<file path="config.mk">
export PLATFORM = sky130hd
export DESIGN_NAME = ctr_div
export DESIGN_NICKNAME = d
export VERILOG_FILES = /design/src/hw/rtl/ctr_pkg.sv /design/src/hw/rtl/ctr_div.sv
export SDC_FILE = /design/constraint.sdc
export NUM_CORES = 1
export LEC_CHECK = 0
export ABC_AREA = 1
export BUFFER_PORTS_ARGS = -buffer_cell sky130_fd_sc_hd__buf_2
export CAP_MARGIN = 30
export CORE_ASPECT_RATIO = 0.6
export CORE_MARGIN = 2
export CORE_UTILIZATION = 39
export DETAILED_ROUTE_END_ITERATION = 8
export PLACE_DENSITY = 0.63
export SLEW_MARGIN = 10
export SYNTH_ARGS = -nofsm -noshare
export SYNTH_HDL_FRONTEND = slang
export SYNTH_SLANG_ARGS = --single-unit
</file>
<file path="constraint.sdc">
create_clock -name i_clk -period 8.5 [get_ports i_clk]
set_clock_uncertainty 0.15 [all_clocks]
set_input_delay 0.425 -clock i_clk [delete_from_list [all_inputs] [get_ports i_clk]]
set_output_delay 0.425 -clock i_clk [all_outputs]
set_load 0.005 [all_outputs]
</file>
<file path="src/hw/rtl/ctr_pkg.sv">
package ctr_pkg;

    // field and datapath widths
    localparam int unsigned MANT_W  = 23;
    localparam int unsigned EXP_W   = 9;    // room for one step past 255
    localparam int unsigned NUM_W   = 76;   // scaled mantissa numerator
    localparam int unsigned DEN_W   = 52;   // ideal window, up to one base-256 step
    localparam int unsigned QUO_W   = 24;   // coefficient search width
    localparam int unsigned IDEAL_W = 42;   // seconds * 1000 * interval
    localparam int unsigned MS_W    = 26;   // seconds * 1000
    localparam int unsigned RATIO_W = 43;   // clamped span numerator

    localparam logic [MANT_W-1:0] MANT_MAX    = 23'h7fffff;
    localparam logic [7:0]        EASIEST_EXP = 8'd32;
    localparam logic [EXP_W-1:0]  MIN_SHIFT_EXP = 9'd3;
    localparam logic [9:0]        MS_PER_SEC  = 10'd1000;
    localparam int unsigned       NORM_LOW_SH = 15;    // 32768 = 1 << 15

    // configuration register indexes
    localparam logic [1:0] CFG_INTERVAL    = 2'd0;
    localparam logic [1:0] CFG_BLOCK_SECS  = 2'd1;
    localparam logic [1:0] CFG_INIT_TARGET = 2'd2;

    localparam logic [15:0] RST_INTERVAL    = 16'd2016;
    localparam logic [15:0] RST_BLOCK_SECS  = 16'd60;
    localparam logic [31:0] RST_INIT_TARGET = 32'h1d00ffff;

    // outcome codes
    localparam logic [2:0] OUTC_YOUNG     = 3'd0;
    localparam logic [2:0] OUTC_KEPT      = 3'd1;
    localparam logic [2:0] OUTC_MALFORMED = 3'd2;
    localparam logic [2:0] OUTC_SATURATED = 3'd3;
    localparam logic [2:0] OUTC_COMPUTED  = 3'd4;

    typedef struct packed {
        logic [31:0] chain_length;
        logic [63:0] window_start_time;
        logic [63:0] window_end_time;
        logic [31:0] current_target;
    } t_in_beat;

    typedef struct packed {
        logic [31:0] next_target;
        logic [2:0]  outcome;
    } t_out_beat;

    typedef struct packed {
        logic             start;
        logic [NUM_W-1:0] num;
        logic [DEN_W-1:0] den;
    } t_div_req;

    typedef struct packed {
        logic             done;
        logic [QUO_W-1:0] quo;
    } t_div_res;

endpackage

</file>
<file path="src/hw/rtl/ctr_div.sv">
module ctr_div
    import ctr_pkg::*;
(
    input  logic     i_clk,
    input  logic     i_rst_n,
    input  t_div_req i_req,
    output t_div_res o_res
);

    localparam int unsigned DSH_W = DEN_W + QUO_W - 1;
    localparam int unsigned CNT_W = $clog2(QUO_W);

    logic [NUM_W-1:0] r_rem, n_rem;
    logic [DSH_W-1:0] r_dsh, n_dsh;
    logic [QUO_W-1:0] r_quo, n_quo;
    logic [CNT_W-1:0] r_cnt, n_cnt;
    logic             r_busy, n_busy;
    logic             r_done, n_done;
    logic [NUM_W-1:0] w_dsh_ext;
    logic             w_fit;

    // one restoring step per cycle, quotient bits msb first
    assign w_dsh_ext = NUM_W'(r_dsh);
    assign w_fit     = (w_dsh_ext <= r_rem);

    always_comb begin
        n_rem  = r_rem;
        n_dsh  = r_dsh;
        n_quo  = r_quo;
        n_cnt  = r_cnt;
        n_busy = r_busy;
        n_done = 1'b0;
        if (i_req.start) begin
            n_rem  = i_req.num;
            n_dsh  = {i_req.den, {(QUO_W-1){1'b0}}};
            n_quo  = '0;
            n_cnt  = CNT_W'(QUO_W - 1);
            n_busy = 1'b1;
        end else if (r_busy) begin
            if (w_fit) begin
                n_rem = r_rem - w_dsh_ext;
            end
            n_quo = {r_quo[QUO_W-2:0], w_fit};
            n_dsh = r_dsh >> 1;
            n_cnt = r_cnt - 1'b1;
            if (r_cnt == '0) begin
                n_busy = 1'b0;
                n_done = 1'b1;
            end
        end
    end

    always_ff @(posedge i_clk) begin
        if (!i_rst_n) begin
            r_busy <= 1'b0;
            r_done <= 1'b0;
        end else begin
            r_busy <= n_busy;
            r_done <= n_done;
        end
        r_rem <= n_rem;
        r_dsh <= n_dsh;
        r_quo <= n_quo;
        r_cnt <= n_cnt;
    end

    assign o_res.done = r_done;
    assign o_res.quo  = r_quo;

endmodule
</file>
Word-level counts from Yosys, hierarchy flattened
Cells that the tools add are included.

Bits of input ports: 131. Bits in registers: 182. Output and inout port bits: 25. Logic and storage cells: 26.

Bitwise gates (word level): 2. Magnitude comparators: 1. Reductions and logical operators: 5. Add/subtract/negate cells: 2. Multiplexer cells: 9.

Operators with widths (count): $mux W76 (3); $mux W75 (2); $le A75 B76 Y1 (1); $sub A76 B75 Y76 (1); $logic_not A5 Y1 (1); $sub A5 B1 Y5 const B (1); $mux W1 (4); $reduce_bool A2 Y1 (2); $reduce_or A3 Y1 (1); $not A1 Y1 (2); $reduce_and A2 Y1 (1).

Depth between registers and ports, before layout
Word-level depth: 4. Gate-level depth with buffers: 17. Mapped depth without buffers: 17.

Least setup slack after synthesis
Ideal clock, no wire load.

Kind: reg2reg. Start point: register r_rem[0]. End point: register r_rem[0] (enable). Data arrival time: 2.992 ns. Library setup time: 0.773 ns. Stages on the path, launching flop included: 17. Path buffers: 0. Clock period less this slack: 3.915 ns. Required time: 7.577 ns. Slack: 4.585 ns. Cell sequence: edfxtp_1 -> inv_1 -> ha_1 -> inv_1 -> fa_1 -> nand2_1 -> nand2_1 -> nand3_1 -> nand2_2 -> nand2_1 -> nand2_2 -> nand2_1 -> nand3_2 -> nand3_1 -> nand2_1 -> nand2_1 -> nand2_1.

Cells in the longest elaborated chain, start to end: 3.

Ends and longest elaborated chain: from (decl) (line ctr_div.sv:13) `logic [NUM_W-1:0] r_rem, n_rem;`; from (signal assigned) (line ctr_div.sv:61) `r_rem <= n_rem;`; $le A75 B76 Y1 (line ctr_div.sv:24) `assign w_fit = (w_dsh_ext <= r_rem);`; $reduce_bool A2 Y1 (no line); $reduce_and A2 Y1 (no line).

Every way passes these cells. A chain may end at the register's enable or synchronous reset.

Final worst setup path
Start point: register r_rem[62]. End point: register r_rem[19] (enable).

Same word-level chain as after synthesis.

==> metrics.cfg <==
[critical_path]
path_buf_inv = 2
crit_family = simple AND/OR/NAND/NOR gates
slowest_stage = nand2_4
crit_type = reg -> reg
worstSetupStartpointType = flop
crit_arrival_ns = 3.37
required_ns = 8.50
critPathMaxFanout = 43
critPathCaptureType = flop
slowest_delay_ns = 0.43
timing.critical_path.cells = ha_1, nand2_1, nor2_1, nand2_1, nor2_1, nand2_1, inv_1, nand4_1, nand3_1, nor2_1, nand2_1, nand2_1, nand2_4, buf_16
crit_top_cell = nand2_1

[global_routing]
grt-ovfl-total = 0
grt_use_total_pct = 24.12
grt_max_degree = 83
first_global_vias = 12344
grt_pass1_wl_um = 67480
antenna_found_initial = 0

[place]
dp_hpwl_um = 35550
place.gp.congestion = 0.9779
portBuffers = 155

[cts]
clk_path_buf_depth = 2
cts.clk_slew.worst_paths_ns = 0.08
h-tree-depth = 4
cts_resized = 0
cts_buffers = 17
cts_setup_buffers = 0
postCtsHoldBufs = 0
cts_tree = built
clock-sinks = 182
clk_latency_ns = 0.47
cts_root_buffer = clkbuf_16

[power]
p_leak_uw = 0.007869
power_switching_uw = 1697
power.internal_uw = 2075
swShare_pct = 44.98
p_clk_share_pct = 22.7
ir_worst_vdd_mv = 0.1595
sequentialPowerShare_pct = 30.1
powerDensity_nw_per_um2 = 240.3
combPwrFrac_pct = 47.2
p_total_uw = 3772

[timing]
tightest_slew_ns = 0.8170
finalCritPeriodShare_pct = 39.68
slew_viol_final = 0
max_freq_mhz = 296.5
slew_headroom_pct = 45.54
fin_setup_tns_ns = 0
setup_viol_count_final = 0
finalHoldViolCount = 0
rsz0062_at_grt = false
fin_crit_ns = 3.372

[floorplan]
die_height_um = 149.5
initial_core_util_pct = 39.45
coreArea_um2 = 34880
die_w_um = 246.5
die_area_um2 = 36850
std_cell_rows = 53
ios = 156

[worst_hold_path]
hold_path_class = in -> reg

[finish]
nNetsFinal = 2447
n_antenna_cell = 0
final_cell_mix = 765 x nand2_1, 399 x inv_1, 154 x buf_2, 148 x nor2_1, 128 x edfxtp_1
areaGrowthSynthToFinish_pct = 14.06
drive_gt1_share_pct = 11.41
layout_commonest_cell = nand2_1
nFillCells = 3757

[detailed_routing]
avgViaCountPerCell = 4.981
drtIter0Drc = 1158
routed_wl_um = 44000
drc = 0
vias = 13544
wl_per_cell_um = 16.18
drt_pass1_iterations = 6
ant_nets = 0

[flow_run]
cap_violations = 0

[synth]
ys_ff_latch = 182
yosysTopAreaCell = edfxtp_1
syn_inst = 2097
synth_nets = 2305
postSynthAreaPerCell_um2 = 6.561
synth.distinct_cells = 38
synth_top_cell_area_share_pct = 27.93
yosysWarnings = 0
synth_area_um2 = 13760
synth_area_leaders = edfxtp_1 28%, nand2_1 21%, inv_1 11%, dfxtp_1 7.9%, ha_1 6.9%
ys_seq_area_share_pct = 35.79

[outcome]
status = complete, no violations

-- synth_stat cells, drive strengths merged --
library cell	number
nand2	783
inv	407
nor2	161
edfxtp	128
o21ai	111
nand3	107
a21oi	92
ha	76
dfxtp	54
o22ai	43
clkbuf	31
xnor2	20
or2	18
nor3	15
o21bai	14
buf	7
nor4	7
nand3b	5
and2	4
nand4	3
xor2	3
a31oi	2
a211oi	1
a21o	1
a22oi	1
clkinv	1
fa	1
o211ai	1
-- metal layers --
metal | part of all wire (%) | GRT usage (%) | wire length [um]
met1 | 51 | 37.96 | 22580
met2 | 38 | 33.02 | 16870
met3 | 9.0 | 4.788 | 3961
met4 | 1.3 | 5.964 | 591
met5 | 0 | 0 | 0
-- final timing paths --
check / slack (ns) / end / cells after the start / from
max: 5.13 / r_rem[19] / 14 / r_rem[62]
min: 0.06 / r_done / 3 / i_rst_n
max reg2reg: 5.13 / r_rem[19] / 14 / r_rem[62]
min reg2reg: 0.33 / r_quo[23] / 2 / r_quo[23]
-- final cells by class --
cell class / count / area (um^2) / area share (%)
multi-input cells: 1469 / 7159 / 45.62
flip-flops and latches: 182 / 4925 / 31.38
inverters: 408 / 1533 / 9.766
repair buffers: 161 / 855.8 / 5.453
well taps: 467 / 584.3 / 3.723
clock buffers: 17 / 425.4 / 2.711
clock inverters: 15 / 211.5 / 1.347
-- worst min-delay path, cell delays in order --
cell     delay (ns)
buf_2          0.11
nand2_1        0.06
nor2_1         0.04
-- cells by family after synthesis --
kind of cell | synth area share (%)
AND/OR/NAND/NOR | 33.05
buffers and inverters | 12.23
AO/OA/AOI/OAI | 10.41
flip-flops | 35.79
adder cells (fa/ha/maj) | 7.056
XOR/XNOR | 1.464
-- per-stage QoR --
| step | worst slack, ns | util (%) | hold WS, ns | instance area [um^2] | std cells |
|---|---|---|---|---|---|
| after floorplan | 4.585 | - | 0.2822 | 13760 | 2097 |
| after global placement | 5.064 | 43.03 | 0.3029 | 15010 | 2685 |
| after detailed placement | 5.143 | 43.11 | 0.3273 | 15040 | 2686 |
| after CTS | 5.115 | 44.94 | 0.03376 | 15670 | 2718 |
| after global routing | 4.819 | 44.99 | 0.03906 | 15690 | 2719 |
| final | 5.128 | 44.99 | 0.05647 | 15690 | 2719 |
-- state kept, by name, indices dropped and copies added, names as in the netlist --
name,count
r_done,1
r_quo,24
r_dsh,75
r_rem,76
r_cnt,5
r_busy,1
-- power groups by stage --
stage	clock network (uW)	logic, uW	registers [uW]
floorplan	0	1210	1150
global placement	0	1710	1150
detailed placement	0	1720	1160
CTS	877	1730	1140
global route	912	1970	1150
finish	857	1780	1140
No activity file was read; power rests on OpenSTA's default activity.
